===== src/hdl/bppe_pkg.sv =====
// Shared types, codes and constants of the blended piecewise polynomial evaluator.
`timescale 1ns / 1ps
package bppe_pkg;

    localparam int DEF_MAX_SPANS  = 64;
    localparam int DEF_MAX_DEGREE = 19;

    localparam int CMD_W   = 2;
    localparam int SLOT_W  = 6;
    localparam int TIME_W  = 48;
    localparam int DEG_W   = 5;
    localparam int CIDX_W  = 5;
    localparam int COEF_W  = 48;
    localparam int VAL_W   = 48;
    localparam int ACT_W   = 7;
    localparam int IN_W    = 160;
    localparam int OUT_W   = 48;
    localparam int SPAN_W  = 2 * TIME_W + DEG_W;

    localparam int SLOT_LSB = 0;
    localparam int TA_LSB   = SLOT_LSB + SLOT_W;
    localparam int TB_LSB   = TA_LSB + TIME_W;
    localparam int DEG_LSB  = TB_LSB + TIME_W;
    localparam int CIDX_LSB = DEG_LSB + DEG_W;
    localparam int COEF_LSB = CIDX_LSB + CIDX_W;

    localparam logic [CMD_W-1:0] CMD_HDR  = 2'd0;
    localparam logic [CMD_W-1:0] CMD_COEF = 2'd1;
    localparam logic [CMD_W-1:0] CMD_EVAL = 2'd2;

    localparam logic [63:0] ONE_Q32  = 64'h0000_0001_0000_0000;
    localparam logic [63:0] SATL     = 64'h3FFF_FFFF_FFFF_FFFF;
    localparam logic [63:0] CAP_POS  = 64'h0000_7FFF_FFFF_FFFF;
    localparam logic [63:0] CAP_NEG  = 64'h0000_8000_0000_0000;

    typedef logic [4:0] t_op;
    localparam t_op OP_NONE   = 5'd0;
    localparam t_op OP_LOAD   = 5'd1;
    localparam t_op OP_GEOM   = 5'd2;
    localparam t_op OP_ENV    = 5'd3;
    localparam t_op OP_SHAPE  = 5'd4;
    localparam t_op OP_WEIGHT = 5'd5;
    localparam t_op OP_SETWT  = 5'd6;
    localparam t_op OP_UNORM  = 5'd7;
    localparam t_op OP_C0     = 5'd8;
    localparam t_op OP_CMUL   = 5'd9;
    localparam t_op OP_CADD   = 5'd10;
    localparam t_op OP_UPOW   = 5'd11;
    localparam t_op OP_ACC    = 5'd12;
    localparam t_op OP_ACCUM  = 5'd13;
    localparam t_op OP_NEXT   = 5'd14;
    localparam t_op OP_FIN    = 5'd15;
    localparam t_op OP_EMITV  = 5'd16;
    localparam t_op OP_EMITB  = 5'd17;

    typedef struct packed {
        logic n_zero;
        logic skip;
        logic f_full;
        logic deg_zero;
        logic j_zero;
        logic last;
        logic w_zero;
        logic mul_done;
        logic div_done;
        logic out_free;
    } t_sts;

endpackage


===== src/hdl/bppe_ctrl.sv =====
// Sequencer that walks each evaluation over the active spans and their coefficients.
`timescale 1ns / 1ps
module bppe_ctrl import bppe_pkg::*; (
    input  logic             i_clk,
    input  logic             i_rst_n,
    input  logic             i_s_tvalid,
    input  logic [CMD_W-1:0] i_cmd,
    input  t_sts             i_sts,
    output logic             o_ready,
    output t_op              o_op
);
    localparam logic [4:0] S_IDLE  = 5'd0;
    localparam logic [4:0] S_START = 5'd1;
    localparam logic [4:0] S_RD    = 5'd2;
    localparam logic [4:0] S_GEOM  = 5'd3;
    localparam logic [4:0] S_ENV   = 5'd4;
    localparam logic [4:0] S_DIV1  = 5'd5;
    localparam logic [4:0] S_M1    = 5'd6;
    localparam logic [4:0] S_M2    = 5'd7;
    localparam logic [4:0] S_DIV2  = 5'd8;
    localparam logic [4:0] S_CRD0  = 5'd9;
    localparam logic [4:0] S_C0    = 5'd10;
    localparam logic [4:0] S_CRD   = 5'd11;
    localparam logic [4:0] S_CMUL  = 5'd12;
    localparam logic [4:0] S_CM1   = 5'd13;
    localparam logic [4:0] S_CM2   = 5'd14;
    localparam logic [4:0] S_ACC   = 5'd15;
    localparam logic [4:0] S_ACCW  = 5'd16;
    localparam logic [4:0] S_SKIP  = 5'd17;
    localparam logic [4:0] S_FIN   = 5'd18;
    localparam logic [4:0] S_FDIV  = 5'd19;
    localparam logic [4:0] S_EMITV = 5'd20;
    localparam logic [4:0] S_EMITB = 5'd21;

    logic [4:0] r_state, n_state;

    always_comb begin
        n_state = r_state;
        o_op    = OP_NONE;
        case (r_state)
            S_IDLE: begin
                if (i_s_tvalid) begin
                    o_op = OP_LOAD;
                    if (i_cmd == CMD_EVAL) n_state = S_START;
                end
            end
            S_START: n_state = i_sts.n_zero ? S_EMITB : S_RD;
            S_RD:    n_state = S_GEOM;
            S_GEOM: begin
                o_op    = OP_GEOM;
                n_state = S_ENV;
            end
            S_ENV: begin
                o_op    = OP_ENV;
                n_state = i_sts.skip ? S_SKIP : S_DIV1;
            end
            S_DIV1: begin
                if (i_sts.div_done) begin
                    o_op    = OP_SHAPE;
                    n_state = i_sts.f_full ? S_DIV2 : S_M1;
                end
            end
            S_M1: begin
                if (i_sts.mul_done) begin
                    o_op    = OP_WEIGHT;
                    n_state = S_M2;
                end
            end
            S_M2: begin
                if (i_sts.mul_done) begin
                    o_op    = OP_SETWT;
                    n_state = S_DIV2;
                end
            end
            S_DIV2: begin
                if (i_sts.div_done) begin
                    o_op    = OP_UNORM;
                    n_state = S_CRD0;
                end
            end
            S_CRD0: n_state = S_C0;
            S_C0: begin
                o_op    = OP_C0;
                n_state = i_sts.deg_zero ? S_ACC : S_CRD;
            end
            S_CRD: n_state = S_CMUL;
            S_CMUL: begin
                o_op    = OP_CMUL;
                n_state = S_CM1;
            end
            S_CM1: begin
                if (i_sts.mul_done) begin
                    o_op    = OP_CADD;
                    n_state = S_CM2;
                end
            end
            S_CM2: begin
                if (i_sts.mul_done) begin
                    o_op    = OP_UPOW;
                    n_state = i_sts.j_zero ? S_ACC : S_CRD;
                end
            end
            S_ACC: begin
                o_op    = OP_ACC;
                n_state = S_ACCW;
            end
            S_ACCW: begin
                if (i_sts.mul_done) begin
                    o_op    = OP_ACCUM;
                    n_state = i_sts.last ? S_FIN : S_RD;
                end
            end
            S_SKIP: begin
                o_op    = OP_NEXT;
                n_state = i_sts.last ? S_FIN : S_RD;
            end
            S_FIN: begin
                o_op    = OP_FIN;
                n_state = i_sts.w_zero ? S_EMITB : S_FDIV;
            end
            S_FDIV: begin
                if (i_sts.div_done) n_state = S_EMITV;
            end
            S_EMITV: begin
                if (i_sts.out_free) begin
                    o_op    = OP_EMITV;
                    n_state = S_IDLE;
                end
            end
            S_EMITB: begin
                if (i_sts.out_free) begin
                    o_op    = OP_EMITB;
                    n_state = S_IDLE;
                end
            end
            default: n_state = S_IDLE;
        endcase
    end

    always_ff @(posedge i_clk) begin
        if (!i_rst_n) begin
            r_state <= S_IDLE;
        end else begin
            r_state <= n_state;
        end
    end

    assign o_ready = (r_state == S_IDLE);
endmodule


===== config.mk =====
export PLATFORM = sky130hd
export DESIGN_NAME = bppe_ctrl
export DESIGN_NICKNAME = d
export VERILOG_FILES = /design/src/hdl/bppe_pkg.sv /design/src/hdl/bppe_ctrl.sv
export SDC_FILE = /design/constraint.sdc
export NUM_CORES = 1
export LEC_CHECK = 0
export BUFFER_PORTS_ARGS = -buffer_cell sky130_fd_sc_hd__clkbuf_2
export CORE_MARGIN = 2
export CORE_UTILIZATION = 50
export CTS_BUF_LIST = sky130_fd_sc_hd__clkbuf_8
export CTS_CLUSTER_SIZE = 12
export DETAILED_ROUTE_END_ITERATION = 6
export GPL_TIMING_DRIVEN = 0
export PLACE_DENSITY = 0.81
export SYNTH_ARGS = -nofsm -noshare
export SYNTH_HDL_FRONTEND = slang
export SYNTH_SLANG_ARGS = --single-unit

===== constraint.sdc =====
create_clock -name i_clk -period 1.65 [get_ports i_clk]
set_input_delay 0.165 -clock i_clk [delete_from_list [all_inputs] [get_ports i_clk]]
set_output_delay 0.165 -clock i_clk [all_outputs]
set_load 0.02 [all_outputs]

==> results.txt <==
Status = finished with violations
Failing checks = setup timing
Setup WS pre-CTS = -0.311 ns
CP delay by family, top = compound AO/OA/AOI/OAI gates
Buffers & Inverters on Critical Path = 2
Mapped Nets = 149
Antenna-violating nets left = 0
DR vias/cell = 7.16
Nets = 196
Clk pin slew, worst setup/hold paths = 0.05 ns
Min-delay src = i_rst_n
Row count = 15
Setup crit end kind = output port
Combinational family with the most area after synthesis = compound AO/OA/AOI/OAI gates
CP dominant cell by count = nor2_1
Final wirelength = 4.67 mm
Mux contribution to synthesized area = 0.0338
Max reg flops = 5
CP startpoint = r_state[4]
Die X-Extent = 47.0 um
Synthesized flop and latch total = 5
Fmax = 0.487 GHz
DIE AREA = 2210 um2
First-pass DRT Iterations = 5
Slowest-stage cell, CP = dfxtp_2
RR Startpoint = r_state[3]
Placed wire-length estimate = 2.09 mm
Placed cell area = 1060 um2
Synth unique cells = 49
Final design area excluding fillers = 1540 um2
Required @ worst endpoint = 1.48 ns
Total global routing overflow = 0
GP Congestion = 0.976
PwrDens = 1920 nW/um2
Final setup viols = 11
Seq/Total Area, Yosys = 0.108
RSZ-0062 raised after global routing = true
Dominant cell type by area after synthesis = dfxtp_1
Share of cells above drive strength 1 = 0.500
Total track usage = 0.322
Synth Area in XOR/XNOR = 0
Leakage = 0.643 nW
DIE HEIGHT = 47.0 um
Antenna cells = 0
Area contributors post-synth = dfxtp_1 (11%), a21oi_1 (6.0%), nand2_1 (5.3%)
Min setup slack post-route = -0.402 ns
Cell area after synthesis = 925 um2
Simple-gate portion of the synthesized area = 0.375
CTS HTree Levels = 1
Top Registers = r_state: 5 flops
CP Cell Sequence = buf_6 > nor2_1 > a22oi_1 > nor2_1 > a221o_1 > mux2_2 > buf_8
CTS tree = done
Worst Hold Class = in -> reg
P&R area growth vs syn = 66.8%
Worst-margin pin slew = 0.519 ns
Largest net degree at the start of global routing = 11
Clock tree sinks = 5
Global-route wire length before repair = 5.15 mm
Critical Path Fanout Max = 8
Residual DRC = 0
1st-iter DRT viols = 147
Clock Skew = 0.00679 ns
VDD IR max = 1.20 mV
Starting density of the core = 0.536
Rel. slew slack = 0.654
Max-slew violations = 0
Number of buffers created by CTS = 3
Syn Inst Count = 134
Antenna violations before repair = 0
Cts hold-fix bufs = 0
Adder-Cell Fraction of Synth Area = 0
Post-synth top area share = 0.108
Clock Tree Root = clkbuf_8
IO buf count = 19
Crit path time final = 2.05 ns
Slowest cell delay on critical path = 0.34 ns
Max-cap violation count = 0
Critical Path AT = 1.89 ns
Routed WL per cell = 22.8 um
Top reg by flops = r_state
Via count = 1467
Avg Synthesized Cell Area = 6.90 um2
Crit start category = flip-flop
Clock Latency Late Sink = 0.24 ns
Hold_ws = 0.274 ns
Critical Setup Path Class = reg -> out
Vias in the first global route = 1117
Synth Area in Compound Gates = 0.386
Syn. warnings = 0
Tcrit/Tclk final = 1.24
IO Pins = 21
Final hold vios = 0
Max clock buf depth = 2
Core Region = 1730 um2
synth_stat cells (all sizes together):
master	count
nand2	13
a21oi	11
nor2	11
buf	10
o21ai	10
nand2b	7
dfxtp	5
o211ai	5
o22ai	5
inv	4
nor2b	4
nor3	4
clkbuf	3
nand3	3
nand3b	3
or3	3
a211oi	2
a221o	2
a31oi	2
and2b	2
mux2i	2
nand4	2
o41ai	2
a22oi	1
a32oi	1
and3b	1
mux2	1
nor3b	1
nor4b	1
nor4bb	1
o2111ai	1
o21bai	1
o22a	1
o2bb2ai	1
o311a	1
o31a	1
o31ai	1
o32ai	1
or2	1
or2b	1
or4b	1
or4bb	1
area by class of cell:
class	instances	area [um2]
Inverter	4	15.0
Multi-Input combinational cell	112	892
Clock inverter	1	3.75
Timing Repair Buffer	42	324
Tap cell	25	31.3
Buffer	13	124
Sequential cell	5	111
Clock buffer	3	41.3
Fill cell	82	184
per-layer routing:
| metal | track usage | share of wire |
|---|---|---|
| met4 | 0.0611 | 0.053 |
| met5 | 0 | 0 |
| met1 | 0.406 | 0.38 |
| met3 | 0.0731 | 0.13 |
| met2 | 0.564 | 0.44 |
metrics by stage:
| stage | util | TNS (ns) | power, W | std cells |
|---|---|---|---|---|
| floorplan | - | -0.0175 | 0.00137 | 134 |
| finish | 0.893 | -2.19 | 0.00297 | 205 |
| global placement | 0.616 | -0.833 | 0.00167 | 178 |
| global route | 0.893 | -2.41 | 0.00303 | 205 |
| CTS | 0.761 | -1.16 | 0.00228 | 190 |
| detailed placement | 0.616 | -1.06 | 0.00170 | 178 |
path summary, 6_finish.rpt:
kind                                    to  slack [ns]  cells past startpoint
worst max-delay path               o_op[0]       -0.40                      7
worst min-delay path            r_state[3]        0.27                      3
worst max register to register  r_state[1]       -0.27                      6
worst min register to register  r_state[2]        0.85                      4
worst min-delay path: stages:
cell	delay, ns
clkbuf_2	0.14
nand2_1	0.10
mux2i_1	0.06
power breakdown:
group	internal [W]	leakage, nW	total [W]	switching [W]
clock network	0.000163	0.0269	0.000259	0.0000963
logic	0.00113	0.572	0.00249	0.00136
registers	0.000174	0.0435	0.000221	0.0000467
total	0.00147	0.643	0.00297	0.00150
timing repair:
action / in CTS / in global routing
endpoints found under the hold margin: 0 / 0
pin swaps: 9 / 14
endpoints found under the setup margin: 10 / 10
setup buffers: 8 / 15
resized for setup: 41 / 31
cells by family (layout without fill, tap and decap cells):
| logic type | count (synthesis) | in the layout |
|---|---|---|
| muxes | 3 | 3 |
| DFF | 5 | 5 |
| buffers and inverters | 17 | 63 |
| and+or+nand+nor | 60 | 60 |
| AOI/OAI and AO/OA | 49 | 49 |
placed cells by master (no fill, tap or decap), types with 3 or more instances in the layout:
| cell type | Yosys | routed |
|---|---|---|
| buf_4 | 3 | 19 |
| nor2b_1 | 4 | 3 |
| nand3b_1 | 3 | 3 |
| o21ai_0 | 9 | 7 |
| nand2b_1 | 7 | 7 |
| o211ai_1 | 5 | 5 |
| a21oi_1 | 11 | 9 |
| buf_8 | 0 | 4 |
| o22ai_1 | 5 | 4 |
| inv_1 | 4 | 5 |
| nor2_1 | 10 | 9 |
| buf_6 | 1 | 12 |
| nand3_1 | 3 | 3 |
| dfxtp_2 | 0 | 3 |
| clkbuf_8 | 0 | 4 |
| nand2_1 | 13 | 12 |
| clkbuf_2 | 0 | 15 |
(Power assumes the default switching activity.)
